File: src/rtl/urh_pkg.sv
// Package for the undo/redo history stack: command codes, field widths,
// parameter defaults and the controller/datapath handshake structs.
// No dependencies.
package urh_pkg;

  localparam int CMD_W          = 3;
  localparam int KIND_W         = 4;
  localparam int KEY_W          = 16;
  localparam int CFG_W          = 5;
  localparam int CNT_OUT_W      = 5;
  localparam int RESTORE_W      = 32;
  localparam int OUT_DATA_W     = 48;
  localparam int OUT_PAD_W      = OUT_DATA_W - RESTORE_W - 2 * CNT_OUT_W;
  localparam int DEPTH_DEF      = 16;
  localparam int SNAP_WIDTH_DEF = 32;

  localparam logic [CFG_W-1:0] MAX_STEPS_RST = 5'd16;

  localparam logic [CMD_W-1:0] CMD_PUSH     = 3'd0;
  localparam logic [CMD_W-1:0] CMD_RUN_PUSH = 3'd1;
  localparam logic [CMD_W-1:0] CMD_END_RUN  = 3'd2;
  localparam logic [CMD_W-1:0] CMD_UNDO     = 3'd3;
  localparam logic [CMD_W-1:0] CMD_REDO     = 3'd4;
  localparam logic [CMD_W-1:0] CMD_CLEAR    = 3'd5;

  typedef struct packed {
    logic capture;
    logic rd_en;
    logic commit;
  } ctl_cmd_t;

  typedef struct packed {
    logic out_free;
  } ctl_sts_t;

endpackage

File: src/rtl/undo_redo_history_stack_core.sv
// Top level of the undo/redo history stack: joins the controller and the
// datapath. Depends on urh_pkg, urh_ctrl and urh_dpath.
//
// Channel  Direction  Payload
// in_      slave      tuser: command; tdata: step_kind, run_key, before_snap, after_snap
// out_     master     tuser: accepted; tdata: restored_snap, undo_count, redo_count
// cfg_     slave      data: max_steps
//
// Each request goes through capture, registered snapshot ring read, then commit.
// Commit waits while the result register is full and not being taken.
// Synchronous reset empties the history and sets max_steps to 16; no clearing pass.
// The configuration channel is always ready and takes one write per cycle.
module undo_redo_history_stack_core import urh_pkg::*; #(
  parameter int DEPTH      = DEPTH_DEF,
  parameter int SNAP_WIDTH = SNAP_WIDTH_DEF,
  parameter int IN_DATA_W  = ((KIND_W + KEY_W + 2 * SNAP_WIDTH + 7) / 8) * 8
) (
  input  logic                  clk,
  input  logic                  rst_n,
  input  logic                  in_tvalid,
  output logic                  in_tready,
  // step_kind, run_key, before_snap, after_snap, zero padding
  input  logic [IN_DATA_W-1:0]  in_tdata,
  // command
  input  logic [CMD_W-1:0]      in_tuser,
  output logic                  out_tvalid,
  input  logic                  out_tready,
  // restored_snap, undo_count, redo_count, zero padding
  output logic [OUT_DATA_W-1:0] out_tdata,
  // accepted
  output logic                  out_tuser,
  input  logic                  cfg_valid,
  output logic                  cfg_ready,
  input  logic [CFG_W-1:0]      cfg_data
);

  ctl_cmd_t ctl_cmd;
  ctl_sts_t ctl_sts;

  assign cfg_ready = 1'b1;

  urh_ctrl u_ctrl (
    .clk       (clk),
    .rst_n     (rst_n),
    .in_tvalid (in_tvalid),
    .in_tready (in_tready),
    .sts       (ctl_sts),
    .cmd       (ctl_cmd)
  );

  urh_dpath #(
    .DEPTH      (DEPTH),
    .SNAP_WIDTH (SNAP_WIDTH),
    .IN_DATA_W  (IN_DATA_W)
  ) u_dpath (
    .clk        (clk),
    .rst_n      (rst_n),
    .cmd        (ctl_cmd),
    .sts        (ctl_sts),
    .in_tdata   (in_tdata),
    .in_tuser   (in_tuser),
    .cfg_valid  (cfg_valid),
    .cfg_data   (cfg_data),
    .out_tvalid (out_tvalid),
    .out_tready (out_tready),
    .out_tdata  (out_tdata),
    .out_tuser  (out_tuser)
  );

endmodule

File: src/rtl/urh_ctrl.sv
// Controller of the undo/redo history stack: sequences capture, snapshot
// read and commit of one request at a time. Depends on urh_pkg.
module urh_ctrl import urh_pkg::*; (
  input  logic     clk,
  input  logic     rst_n,
  input  logic     in_tvalid,
  output logic     in_tready,
  input  ctl_sts_t sts,
  output ctl_cmd_t cmd
);

  localparam logic [1:0] ST_IDLE = 2'd0;
  localparam logic [1:0] ST_READ = 2'd1;
  localparam logic [1:0] ST_EXEC = 2'd2;

  logic [1:0] state_r;
  logic [1:0] state_nxt;

  always_comb begin
    state_nxt   = state_r;
    in_tready   = 1'b0;
    cmd.capture = 1'b0;
    cmd.rd_en   = 1'b0;
    cmd.commit  = 1'b0;
    case (state_r)
      ST_IDLE: begin
        in_tready = 1'b1;
        if (in_tvalid) begin
          cmd.capture = 1'b1;
          state_nxt   = ST_READ;
        end
      end
      ST_READ: begin
        cmd.rd_en = 1'b1;
        state_nxt = ST_EXEC;
      end
      ST_EXEC: begin
        if (sts.out_free) begin
          cmd.commit = 1'b1;
          state_nxt  = ST_IDLE;
        end
      end
      default: begin
        state_nxt = ST_IDLE;
      end
    endcase
  end

  always_ff @(posedge clk) begin
    if (!rst_n) begin
      state_r <= ST_IDLE;
    end else begin
      state_r <= state_nxt;
    end
  end

endmodule

File: src/rtl/urh_dpath.sv
// Datapath of the undo/redo history stack: snapshot ring memories, pointers,
// run tracking, the max_steps register and the result register.
// Depends on urh_pkg; driven by urh_ctrl.
module urh_dpath import urh_pkg::*; #(
  parameter int DEPTH      = DEPTH_DEF,
  parameter int SNAP_WIDTH = SNAP_WIDTH_DEF,
  parameter int IN_DATA_W  = ((KIND_W + KEY_W + 2 * SNAP_WIDTH + 7) / 8) * 8
) (
  input  logic                  clk,
  input  logic                  rst_n,
  input  ctl_cmd_t              cmd,
  output ctl_sts_t              sts,
  input  logic [IN_DATA_W-1:0]  in_tdata,
  input  logic [CMD_W-1:0]      in_tuser,
  input  logic                  cfg_valid,
  input  logic [CFG_W-1:0]      cfg_data,
  output logic                  out_tvalid,
  input  logic                  out_tready,
  output logic [OUT_DATA_W-1:0] out_tdata,
  output logic                  out_tuser
);

  localparam int IW  = $clog2(DEPTH);
  localparam int CW  = $clog2(DEPTH + 1);
  localparam int SMW = CW + 1;
  localparam int LW  = (CW > CFG_W) ? CW : CFG_W;

  logic [SNAP_WIDTH-1:0] bmem [DEPTH];
  logic [SNAP_WIDTH-1:0] amem [DEPTH];

  logic [CMD_W-1:0]        cmd_r;
  logic [KIND_W-1:0]       kind_r;
  logic signed [KEY_W-1:0] key_r;
  logic [SNAP_WIDTH-1:0]   bsnap_r;
  logic [SNAP_WIDTH-1:0]   asnap_r;
  logic [SNAP_WIDTH-1:0]   bq_r;
  logic [SNAP_WIDTH-1:0]   aq_r;

  logic [IW-1:0]           oldest_r, oldest_nxt;
  logic [CW-1:0]           stored_r, stored_nxt;
  logic [CW-1:0]           applied_r, applied_nxt;
  logic                    run_open_r, run_open_nxt;
  logic [KIND_W-1:0]       run_kind_r, run_kind_nxt;
  logic signed [KEY_W-1:0] run_key_r, run_key_nxt;
  logic [CFG_W-1:0]        max_steps_r;

  logic                    out_valid_r;
  logic                    out_acc_r;
  logic [RESTORE_W-1:0]    out_snap_r;
  logic [CNT_OUT_W-1:0]    out_undo_r;
  logic [CNT_OUT_W-1:0]    out_redo_r;

  logic [CW-1:0]           rd_idx;
  logic [IW-1:0]           rd_slot;
  logic [LW-1:0]           m_ext;
  logic [CW-1:0]           lim;
  logic                    push_ok;
  logic [IW-1:0]           p_old1, p_old2, p_slot;
  logic [CW-1:0]           p_st1, p_st2, p_st3;
  logic                    run_match;
  logic                    we_b, we_a;
  logic [IW-1:0]           w_slot;
  logic                    acc;
  logic [SNAP_WIDTH-1:0]   snap;

  function automatic logic [IW-1:0] slot_of(input logic [IW-1:0] base,
                                            input logic [CW-1:0] off);
    logic [SMW-1:0] s;
    s = SMW'(base) + SMW'(off);
    if (s >= SMW'(DEPTH)) begin
      s = s - SMW'(DEPTH);
    end
    return s[IW-1:0];
  endfunction

  assign rd_idx  = (cmd_r == CMD_REDO) ? applied_r : applied_r - CW'(1);
  assign rd_slot = slot_of(oldest_r, rd_idx);

  assign m_ext = LW'(max_steps_r);
  assign lim   = (m_ext == '0 || m_ext > LW'(DEPTH)) ? CW'(DEPTH) : CW'(m_ext);

  assign push_ok = (bsnap_r != asnap_r);

  always_comb begin
    if (applied_r >= CW'(DEPTH)) begin
      p_old1 = slot_of(oldest_r, CW'(1));
      p_st1  = applied_r - CW'(1);
    end else begin
      p_old1 = oldest_r;
      p_st1  = applied_r;
    end
    p_slot = slot_of(p_old1, p_st1);
    p_st2  = p_st1 + CW'(1);
    if (p_st2 > lim) begin
      p_old2 = slot_of(p_old1, p_st2 - lim);
      p_st3  = lim;
    end else begin
      p_old2 = p_old1;
      p_st3  = p_st2;
    end
  end

  assign run_match = run_open_r && (run_kind_r == kind_r) && (run_key_r == key_r) &&
                     (applied_r != '0) && (applied_r == stored_r);

  always_comb begin
    oldest_nxt   = oldest_r;
    stored_nxt   = stored_r;
    applied_nxt  = applied_r;
    run_open_nxt = run_open_r;
    run_kind_nxt = run_kind_r;
    run_key_nxt  = run_key_r;
    we_b         = 1'b0;
    we_a         = 1'b0;
    w_slot       = p_slot;
    acc          = 1'b0;
    snap         = '0;
    case (cmd_r)
      CMD_PUSH: begin
        if (push_ok) begin
          we_b         = 1'b1;
          we_a         = 1'b1;
          oldest_nxt   = p_old2;
          stored_nxt   = p_st3;
          applied_nxt  = p_st3;
          run_open_nxt = 1'b0;
          acc          = 1'b1;
        end
      end
      CMD_RUN_PUSH: begin
        if (run_match) begin
          if (bq_r == asnap_r) begin
            stored_nxt   = applied_r - CW'(1);
            applied_nxt  = applied_r - CW'(1);
            run_open_nxt = 1'b0;
          end else begin
            we_a   = 1'b1;
            w_slot = rd_slot;
            acc    = 1'b1;
          end
        end else if (push_ok) begin
          we_b         = 1'b1;
          we_a         = 1'b1;
          oldest_nxt   = p_old2;
          stored_nxt   = p_st3;
          applied_nxt  = p_st3;
          run_open_nxt = 1'b1;
          run_kind_nxt = kind_r;
          run_key_nxt  = key_r;
          acc          = 1'b1;
        end
      end
      CMD_END_RUN: begin
        run_open_nxt = 1'b0;
      end
      CMD_UNDO: begin
        if (applied_r != '0) begin
          run_open_nxt = 1'b0;
          applied_nxt  = applied_r - CW'(1);
          snap         = bq_r;
          acc          = 1'b1;
        end
      end
      CMD_REDO: begin
        if (applied_r < stored_r) begin
          run_open_nxt = 1'b0;
          applied_nxt  = applied_r + CW'(1);
          snap         = aq_r;
          acc          = 1'b1;
        end
      end
      CMD_CLEAR: begin
        stored_nxt   = '0;
        applied_nxt  = '0;
        run_open_nxt = 1'b0;
      end
      default: begin
      end
    endcase
  end

  always_ff @(posedge clk) begin
    if (cmd.capture) begin
      cmd_r   <= in_tuser;
      kind_r  <= in_tdata[KIND_W-1:0];
      key_r   <= $signed(in_tdata[KIND_W +: KEY_W]);
      bsnap_r <= in_tdata[KIND_W + KEY_W +: SNAP_WIDTH];
      asnap_r <= in_tdata[KIND_W + KEY_W + SNAP_WIDTH +: SNAP_WIDTH];
    end
  end

  always_ff @(posedge clk) begin
    if (cmd.rd_en) begin
      bq_r <= bmem[rd_slot];
    end
    if (cmd.commit && we_b) begin
      bmem[w_slot] <= bsnap_r;
    end
  end

  always_ff @(posedge clk) begin
    if (cmd.rd_en) begin
      aq_r <= amem[rd_slot];
    end
    if (cmd.commit && we_a) begin
      amem[w_slot] <= asnap_r;
    end
  end

  always_ff @(posedge clk) begin
    if (!rst_n) begin
      oldest_r    <= '0;
      stored_r    <= '0;
      applied_r   <= '0;
      run_open_r  <= 1'b0;
      run_kind_r  <= '0;
      run_key_r   <= '0;
      max_steps_r <= MAX_STEPS_RST;
      out_valid_r <= 1'b0;
    end else begin
      if (cfg_valid) begin
        max_steps_r <= cfg_data;
      end
      if (cmd.commit) begin
        oldest_r    <= oldest_nxt;
        stored_r    <= stored_nxt;
        applied_r   <= applied_nxt;
        run_open_r  <= run_open_nxt;
        run_kind_r  <= run_kind_nxt;
        run_key_r   <= run_key_nxt;
        out_valid_r <= 1'b1;
      end else if (out_tready) begin
        out_valid_r <= 1'b0;
      end
    end
  end

  always_ff @(posedge clk) begin
    if (cmd.commit) begin
      out_acc_r  <= acc;
      out_snap_r <= RESTORE_W'(snap);
      out_undo_r <= CNT_OUT_W'(applied_nxt);
      out_redo_r <= CNT_OUT_W'(stored_nxt - applied_nxt);
    end
  end

  assign sts.out_free = !out_valid_r || out_tready;
  assign out_tvalid   = out_valid_r;
  assign out_tuser    = out_acc_r;
  assign out_tdata    = {{OUT_PAD_W{1'b0}}, out_redo_r, out_undo_r, out_snap_r};

  a_applied_le_stored: assert property (@(posedge clk) disable iff (!rst_n)
    applied_r <= stored_r)
    else $error("applied step count exceeds stored step count");

  a_stored_bounded: assert property (@(posedge clk) disable iff (!rst_n)
    stored_r <= CW'(DEPTH))
    else $error("stored step count exceeds ring depth");

  a_oldest_in_ring: assert property (@(posedge clk) disable iff (!rst_n)
    oldest_r < IW'(DEPTH - 1) || oldest_r == IW'(DEPTH - 1))
    else $error("oldest slot outside the ring");

  a_commit_loads_result: assert property (@(posedge clk) disable iff (!rst_n)
    cmd.commit |=> out_valid_r)
    else $error("committed request produced no result");

endmodule
File: config.mk
export PLATFORM = sky130hd
export DESIGN_NAME = undo_redo_history_stack_core
export DESIGN_NICKNAME = d
export VERILOG_FILES = /design/src/rtl/urh_pkg.sv /design/src/rtl/undo_redo_history_stack_core.sv /design/src/rtl/urh_ctrl.sv /design/src/rtl/urh_dpath.sv
export SDC_FILE = /design/constraint.sdc
export NUM_CORES = 1
export LEC_CHECK = 0
export ABC_CLOCK_PERIOD_IN_PS = 5300
export BUFFER_PORTS_ARGS = -buffer_cell sky130_fd_sc_hd__buf_2
export CORE_MARGIN = 5
export CORE_UTILIZATION = 40
export CTS_BUF_LIST = sky130_fd_sc_hd__clkbuf_2 sky130_fd_sc_hd__clkbuf_4 sky130_fd_sc_hd__clkbuf_8
export DETAILED_ROUTE_END_ITERATION = 6
export PLACE_DENSITY = 0.67
export SYNTH_ARGS = -nofsm -noshare
export SYNTH_HDL_FRONTEND = slang
export SYNTH_SLANG_ARGS = --single-unit
File: constraint.sdc
create_clock -name clk -period 5.3 [get_ports clk]
set_input_delay 0.265 -clock clk [delete_from_list [all_inputs] [get_ports clk]]
set_output_delay 0.265 -clock clk [all_outputs]
set_load 0.05 [all_outputs]
* Word level (Yosys, flattened, before mapping)
Memories as Yosys holds them, arrays and structs flattened. A register that Yosys moved wholly into a read port is not among the register bits. Index checks and enable logic that the tools add are counted.
Word-level totals: memories 2, bits in read-only memories 0, bits in latches 0, output and inout port bits 52, bits in writable memories 1024, bits in registers 173
Cells by class: $add $sub $neg 13, eq/ne operators 20, multiplexer cells 60, multiply operators 0, divide/modulo/power cells 0, order comparisons 8, reduce and logical (&&, ||, !) cells 21, shift operators 0, bitwise logic cells 1
Memory list:
- u_dpath.amem | depth 16, bits a word 32, rd ports 1, clocked after memory_dff 1, wr ports 1, RTL line urh_dpath.sv:29 | logic [SNAP_WIDTH-1:0] amem [DEPTH];
- u_dpath.bmem | depth 16, bits a word 32, rd ports 1, clocked after memory_dff 1, wr ports 1, RTL line urh_dpath.sv:28 | logic [SNAP_WIDTH-1:0] bmem [DEPTH];
Operator list (number):
- 32-bit two-way mux | 2
- 32-bit case mux with 2 select lines | 1
- 5-bit two-way mux | 12
- 4-bit two-way mux | 11
- 32-bit == test | 1
- 32-bit inequality test | 1
- 5-bit case mux with 5 select lines | 1
- 1-bit two-way mux | 24
- 4-bit by 5-bit adder with 6-bit output | 3
- 6-bit by 5-bit greater-or-equal comparator with 1-bit output (second input constant) | 3
- 16-bit == test | 1
- 4-bit by 1-bit subtractor with 4-bit output (second input constant) | 4
- 5-bit case mux with 3 select lines | 1
- 5-bit by 1-bit adder with 5-bit output (second input constant) | 2
- 5-bit greater-or-equal comparator (second input constant) | 2
- 5-bit nonzero test | 2
- 5-bit subtractor | 2
- 2-bit inequality test (second input constant) | 4
- 4-bit case mux with 2 select lines | 1
- 7-bit AND reduction | 1
- 3-bit by 2-bit == test with 1-bit output (second input constant) | 2
- 3-bit == test (second input constant) | 2
- 1-bit logical AND | 6
- 2-bit case mux with 3 select lines | 1
- other kinds (28) | 33

* Logic depth before layout (Yosys ltp)
Gate-level depths: netlist of run 1.
depth in word-level cells 11, depth in mapped cells 26, mapped depth without buffers 24

* Cells and area by module
From an unflattened synthesis of run 1, not the netlist that was laid out.
Unflattened totals: cell total of the unflattened synthesis 2619, area, all modules 49722.7 um^2
By module, submodules not included:
- urh_dpath | instances 1, cells an instance 2608, area an instance 49616.3 um^2, seq. area each 37395.9 um^2
- urh_ctrl | instances 1, cells an instance 9, area an instance 95.1 um^2, seq. area each 40.0 um^2
- undo_redo_history_stack_core | instances 1, cells an instance 2, area an instance 11.3 um^2, seq. area each 0.0 um^2

* Worst setup path after synthesis of run 1
OpenSTA, ideal clock, no wires.
path kind register -> register, from register u_dpath.applied_r[1], to register u_dpath.out_redo_r[4] (data pin), data arrival time 4.833 ns, path slack 0.208 ns, clock period less this slack 5.092 ns, data required time 5.042 ns, stages on the path, launching flop included 26, buffers on the path 2, path through dfxtp_1 -> clkbuf_1 -> inv_1 -> ha_1 -> clkbuf_1 -> a21oi_1 -> ha_1 -> or3b_2 -> a21oi_1 -> a211o_1 -> inv_1 -> ha_1 -> nor2_1 -> a211oi_1 -> a21oi_1 -> a31o_2 -> o21ai_1 -> and3_1 -> a31oi_1 -> ha_1 -> fa_1 -> inv_1 -> a21o_1 -> a21oi_1 -> xnor2_1 -> xnor2_1
On the way: longest elaborated chain between the ends 9
RTL lines:
- start: declaration | RTL line urh_dpath.sv:41 | logic [CW-1:0] applied_r, applied_nxt;
- start signal: assignment | RTL line urh_dpath.sv:227 | applied_r <= applied_nxt;
- 5-bit by 1-bit subtractor with 5-bit output / 5-bit greater-or-equal comparator (equally long branches) | RTL line urh_dpath.sv:87, urh_dpath.sv:85
- 5-bit two-way mux | RTL line urh_dpath.sv:85 | if (applied_r >= CW'(DEPTH)) begin
- 5-bit by 1-bit adder with 5-bit output | RTL line urh_dpath.sv:93 | p_st2 = p_st1 + CW'(1);
- 5-bit greater-than comparator | RTL line urh_dpath.sv:94 | if (p_st2 > lim) begin
- 5-bit two-way mux | RTL line urh_dpath.sv:94
- 5-bit two-way mux | RTL line urh_dpath.sv:120, urh_dpath.sv:141
- 5-bit two-way mux | RTL line urh_dpath.sv:131 | if (run_match) begin
- 5-bit case mux with 5 select lines * | RTL line urh_dpath.sv:118 | case (cmd_r)
- net u_dpath.applied_nxt[0] | RTL line urh_dpath.sv:41
- 5-bit subtractor * | RTL line urh_dpath.sv:243 | out_redo_r <= CNT_OUT_W'(stored_nxt - applied_nxt);
- end signal: assignment | RTL line urh_dpath.sv:243
- end: declaration | RTL line urh_dpath.sv:51 | logic [CNT_OUT_W-1:0] out_redo_r;
Mark *: on every way through the listed nets, which the timed path passes. The rest lies on a longest branch. A chain may end at the register's enable or synchronous reset.

* Worst setup path in the final report of run 1
Ends and elaborated chain as after synthesis.

==> results of run 1 <==
kinds of logic after synthesis:
group / count (synthesis) / synth area share
xor+xnor: 116 / 0.0207
other cells: 2 / 0.000151
compound gates: 275 / 0.0395
simple gates: 413 / 0.0414
mux: 291 / 0.123
flops: 1261 / 0.752
fa+ha+maj: 33 / 0.00905
buf+inv: 169 / 0.0141
per-layer routing:
metal	GRT usage	vias to the layer above
met5	0	-
met4	0.0521	2
met3	0.0477	194
met2	0.293	1261
met1	0.264	13961
li1	-	11240
cell usage in the layout, fill, tap and decap left out, drive strengths merged, types with 5 or more instances in the layout:
cell	n
clkinv	65
ha	28
o211ai	7
a21o	8
buf	264
a31oi	71
xor2	58
xnor2	57
mux4	256
a22o	32
nor3	12
nor2b	5
nand2	167
nand2b	6
nand4	15
edfxtp	1218
clkbuf	275
dlygate4sd3	115
inv	37
nor3b	5
a211oi	69
dfxtp	43
nor4	15
conb	7
o21ai	21
nor2	93
mux2i	31
and2	66
nand3	12
and3	5
a21oi	33
fa	5
layout make-up:
class	count	area, µm²	area share
clock buffers	275	3320	0.0567
clock inverters	76	592	0.0101
diodes	2	5.00	0.0000854
well taps	1637	2050	0.0350
multi-input cells	1135	12000	0.205
inverters	29	109	0.00186
repair buffers	379	3080	0.0526
flip-flops and latches	1261	37400	0.639
registers in the layout, summed over array words and instances (netlist names), 2 cells and up:
register / count
u_dpath.amem: 512
u_dpath.bmem: 512
u_dpath.aq_r: 32
u_dpath.asnap_r: 32
u_dpath.bq_r: 32
u_dpath.bsnap_r: 32
u_dpath.out_snap_r: 32
u_dpath.key_r: 16
u_dpath.run_key_r: 16
u_dpath.applied_r: 5
u_dpath.m_ext: 5
u_dpath.out_redo_r: 5
u_dpath.out_undo_r: 5
u_dpath.stored_r: 5
u_dpath.kind_r: 4
u_dpath.oldest_r: 4
u_dpath.run_kind_r: 4
u_dpath.cmd_r: 3
u_ctrl.state_r: 2
power by group:
group	total (mW)	switching (mW)	internal [mW]
logic	1.59	0.932	0.656
registers	11.3	0.220	11.1
clock network	8.08	3.86	4.21
total	21.0	5.02	16.0
final timing paths:
check	start	end	cells past startpoint
worst min register to register	u_dpath.stored_r[1]	u_dpath.stored_r[1]	2
worst min-delay path	in_tdata[56]	u_dpath.asnap_r[4]	2
worst max register to register	u_dpath.applied_r[1]	u_dpath.out_redo_r[4]	24
worst max-delay path	u_dpath.applied_r[1]	u_dpath.out_redo_r[4]	24
repair_timing:
action                                  4_1_cts  5_1_grt
endpoints found under the setup margin        0        1
hold endpoints to repair                    126        0
hold buffers                                115        0
resized for setup                             0        1
critical path, cell delays in order, from the launching register on:
cell      delay, ns
dfxtp_1        0.32
inv_1          0.10
ha_1           0.31
a21oi_1        0.09
ha_1           0.25
or3b_2         0.45
a21oi_1        0.15
a211o_1        0.13
inv_1          0.04
ha_1           0.28
nor2_1         0.05
a211oi_1       0.37
a21oi_1        0.13
a31o_2         0.26
o21ai_1        0.19
o211ai_1       0.15
nor2_1         0.12
a31oi_1        0.06
ha_1           0.27
fa_1           0.45
inv_1          0.08
a21o_1         0.11
a21oi_1        0.07
xnor2_1        0.19
xnor2_1        0.08
through the flow:
step                cell area [µm²]  power, mW  worst slack (ns)
CTS                           58600       21.2             0.321
detailed placement            53500       13.0             0.350
global route                  58600       21.8            0.0248
finish                        58600       21.0             0.325
floorplan                     49800       12.4             0.208
global placement              53500       13.0             0.418
==> qor.yml, run 1 <==
run_status:
  status: "finished, final reports clean"
synthesis:
  yosysMostFrequentCell: "edfxtp_1"
  ys_ff_latch: 1261
  synth_top_area_cell: "edfxtp_1"
  yosys-top-cells-area: "edfxtp_1 73%, mux4_2 12%, dfxtp_1 1.7%"
  synthFlopType: "edfxtp_1"
  async_reset_ff_frac: 0
  yosysWarningCount: 0
  avgSynthCellArea_um2: 19.4
  synth_common_cells: "1218 x edfxtp_1, 256 x mux4_2, 167 x nand2_1, 93 x nor2_1, 83 x clkbuf_1"
  syn-cell-area_um2: 49800
  ys_types: 77
  synth-edff-count: 1218
  ys_seq_area_frac: 0.752
  synth_top_area_share: 0.735
  synth_cells: 2560
timing:
  slew_headroom: 0.353
  setup_tns_ns: 0
  fmax_ghz: 0.201
  grt_setup_unrepaired: "no"
  setup_viol_count_final: 0
  finalClockSkew_ns: 0.0797
  drv_slew: 0
  period_needed_ns: 4.97
  hold_viol: 0
  finalCritPeriodShare: 0.939
  fin_hold_ws_ns: 0.0880
  worst_slew_pin_slew_ns: 0.970
final_layout:
  fin_cells: 4794
  fillers: 10307
  fin_util: 0.474
  final_nets: 3140
  drive_above_1_share: 0.288
  area_growth_pct: 17.7
floorplanning:
  ioPinCount: 153
  start_util: 0.403
  core_um2: 124000
  fp.dieArea_um2: 132000
  rows: 129
  die_y_um: 363
  fp.dieW_um: 363
drt:
  finalWirelength_um: 125000
  wl_per_cell_um: 26.1
  dr.pass1.iters: 6
  drtAntennaViolNets: 0
  drc: 0
  drt_iter0_drc: 2959
  top_layer: "met5"
  viasPerCell: 5.56
  m1WireLength_um: 52900
  route.met3.wl_um: 11500
  wl_met2_um: 57900
  vias: 26658
run:
  maxCapViolCount: 0
clock_network:
  cts_tree: "yes"
  cts.sink_count: 1261
  cts_htree_levels: 4
  clk_pin_slew_ns: 0.06
  post_cts_buffers: 0
  cts_root_buf: "clkbuf_8"
  clock_path_buffers: 3
  clkLatencyLatePin_ns: 0.90
  cts-buffers-inserted: 200
grt:
  antenna_found_initial: 4
  grt-ovfl-total: 0
  grt_usage: 0.188
  grt_pass1_wl_um: 181000
  grt_pass1_vias: 26847
  grt_max_degree: 85
placed_design:
  dp_hpwl_um: 70900
  portBuffers: 141
  gp_congestion: 0.923
  numPlacedInstances: 4326
power:
  vdd_drop_max_mv: 0.226
  power_density_nw_per_um2: 358
  p_leak_nw: 19.4
worst_hold_path:
  hp-class: "primary input to flop"
setup_path:
  cp-start-kind: "flop"
  ff2ff_setup_slack_ns: 0.33
  worst-setup-path-type: "flop to flop"
  critPathRequiredTime_ns: 5.88
  crit_arrival_ns: 5.55
  crit_fanout: 5
  setup.worst_path.end_class: "flop"
Power figures use the tool's default switching activity.
==> run 2, diff against run 1 <==
--- a/config.mk
+++ b/config.mk
@@ -12,6 +12,7 @@
 export CTS_BUF_LIST = sky130_fd_sc_hd__clkbuf_2 sky130_fd_sc_hd__clkbuf_4 sky130_fd_sc_hd__clkbuf_8
 export DETAILED_ROUTE_END_ITERATION = 6
 export PLACE_DENSITY = 0.67
+export RECOVER_POWER = 50
 export SYNTH_ARGS = -nofsm -noshare
 export SYNTH_HDL_FRONTEND = slang
 export SYNTH_SLANG_ARGS = --single-unit
==> qor.yml, run 2 (synthesis results as in run 1) <==
run_status:
  status: "complete, but fails checks"
  violations: "max-capacitance violations, max-slew violations"
drt:
  dr.pass1.iters: 5
  wl_per_cell_um: 26.0
  viasPerCell: 5.53
  drtAntennaViolNets: 0
  drt_iter0_drc: 3070
  drc: 0
  finalWirelength_um: 125000
  vias: 26513
floorplanning:
  rows: 129
  fp.dieArea_um2: 132000
  ioPinCount: 153
  core_um2: 124000
  fp.dieW_um: 363
  die_y_um: 363
  start_util: 0.403
power:
  power.switching_mw: 5.01
  power_density_nw_per_um2: 359
  p_leak_nw: 19.1
  vdd_drop_max_mv: 0.225
  p_seq_frac: 0.540
  sw_frac_of_total: 0.239
  power_frac_clock: 0.385
  pwr-share-comb: 0.075
  internal_power_mw: 16.0
timing:
  finalClockSkew_ns: 0.0824
  worst_slew_pin_slew_ns: 2.07
  fin_hold_ws_ns: 0.0980
  setup_viol_count_final: 0
  drv_slew: 87
  setup_ws_ns: 0.324
  hold_viol: 0
  grt_setup_unrepaired: "no"
  fmax_ghz: 0.201
  setup_tns_ns: 0
  finalCritPeriodShare: 0.939
  period_needed_ns: 4.98
  slew_headroom: -0.382
final_layout:
  fin_cells: 4794
  layout_common_cells: "1218 x edfxtp_1, 256 x mux4_2, 201 x clkbuf_8"
  seq_area_um2: 37400
  fillers: 10359
  multi_input_area_um2: 12000
  top_regs: "u_dpath.amem x512, u_dpath.bmem x512"
  area_growth_pct: 17.3
  fin_util: 0.472
  final_nets: 3140
  final_common_cell: "edfxtp_1"
  drive_above_1_share: 0.255
clock_network:
  clkLatencyLatePin_ns: 0.90
  cts_tree: "yes"
  clk_pin_slew_ns: 0.06
  clock_path_buffers: 3
  cts-buffers-inserted: 200
  cts_htree_levels: 4
  cts_root_buf: "clkbuf_8"
  cts.sink_count: 1261
grt:
  antenna_found_initial: 4
  grt_pass1_vias: 26847
  grt-ovfl-total: 0
  grt_max_degree: 85
  grt_pass1_wl_um: 181000
  grt_usage: 0.188
placed_design:
  gp_congestion: 0.923
  numPlacedInstances: 4326
  portBuffers: 141
  dp_hpwl_um: 70900
  post-place-ws_ns: 0.350
worst_hold_path:
  whs_path_depth: 2
  hp-class: "primary input to flop"
setup_path:
  reg2reg_depth: 24
  cp-start-kind: "flop"
  crit_arrival_ns: 5.55
  setup.worst_path.end_class: "flop"
  worst-setup-path-type: "flop to flop"
  crit_fanout: 5
  critPathRequiredTime_ns: 5.87
run:
  maxCapViolCount: 4
run 2: layer usage:
layer	GRT usage	vias up	wire, µm
met4	0.0521	2	2790
met3	0.0477	183	11900
met1	0.264	13790	52200
met2	0.293	1286	57800
li1	-	11252	-
met5	0	-	13
run 2: critical path, cell delays in order (launching register included):
cell and delay, ns:
dfxtp_1 0.33, inv_1 0.10, ha_1 0.31, a21oi_1 0.09, ha_1 0.25, or3b_2 0.45
a21oi_1 0.16, a211o_1 0.13, inv_1 0.04, ha_1 0.28, nor2_1 0.05, a211oi_1 0.36
a21oi_1 0.13, a31o_2 0.26, o21ai_1 0.19, o211ai_1 0.15, nor2_1 0.12, a31oi_1 0.07
ha_1 0.28, fa_1 0.45, inv_1 0.08, a21o_1 0.11, a21oi_1 0.07, xnor2_1 0.19
xnor2_1 0.08
run 2: final timing paths:
kind | start | end | slack [ns]
hold / removal | in_tdata[56] | u_dpath.asnap_r[4] | 0.1
setup reg to reg | u_dpath.applied_r[1] | u_dpath.out_redo_r[4] | 0.32
setup / recovery | u_dpath.applied_r[1] | u_dpath.out_redo_r[4] | 0.32
hold reg to reg | u_dpath.stored_r[1] | u_dpath.stored_r[1] | 0.51
run 2: layout make-up:
type / instances / area share
multi-input cells: 1135 / 0.205
repair buffers: 379 / 0.0495
diodes: 2 / 0.0000857
clock buffers: 275 / 0.0569
well taps: 1637 / 0.0351
inverters: 29 / 0.00186
flip-flops and latches: 1261 / 0.641
clock inverters: 76 / 0.0101
run 2: metrics by stage:
step	cell area [µm²]	power [mW]
3_3_place_gp	53500	13.0
6_report	58400	21.0
5_1_grt	58400	21.8
4_1_cts	58600	21.2
2_1_floorplan	49800	12.4
3_5_place_dp	53500	13.0
run 2: timing repair:
item,in CTS,in global routing
resized for setup,0,1
hold buffers,115,0
hold endpoints to repair,126,0
setup endpoints to repair,0,1
buffers inserted,0,0
run 2: power by group through the flow:
stage / sequential [mW] / clock [mW] / combinational, mW
after global placement: 11.5 / 0 / 1.50
after global routing: 11.3 / 8.75 / 1.69
after detailed placement: 11.5 / 0 / 1.51
final: 11.3 / 8.07 / 1.57
after floorplan: 11.5 / 0 / 0.959
after CTS: 11.3 / 8.28 / 1.59
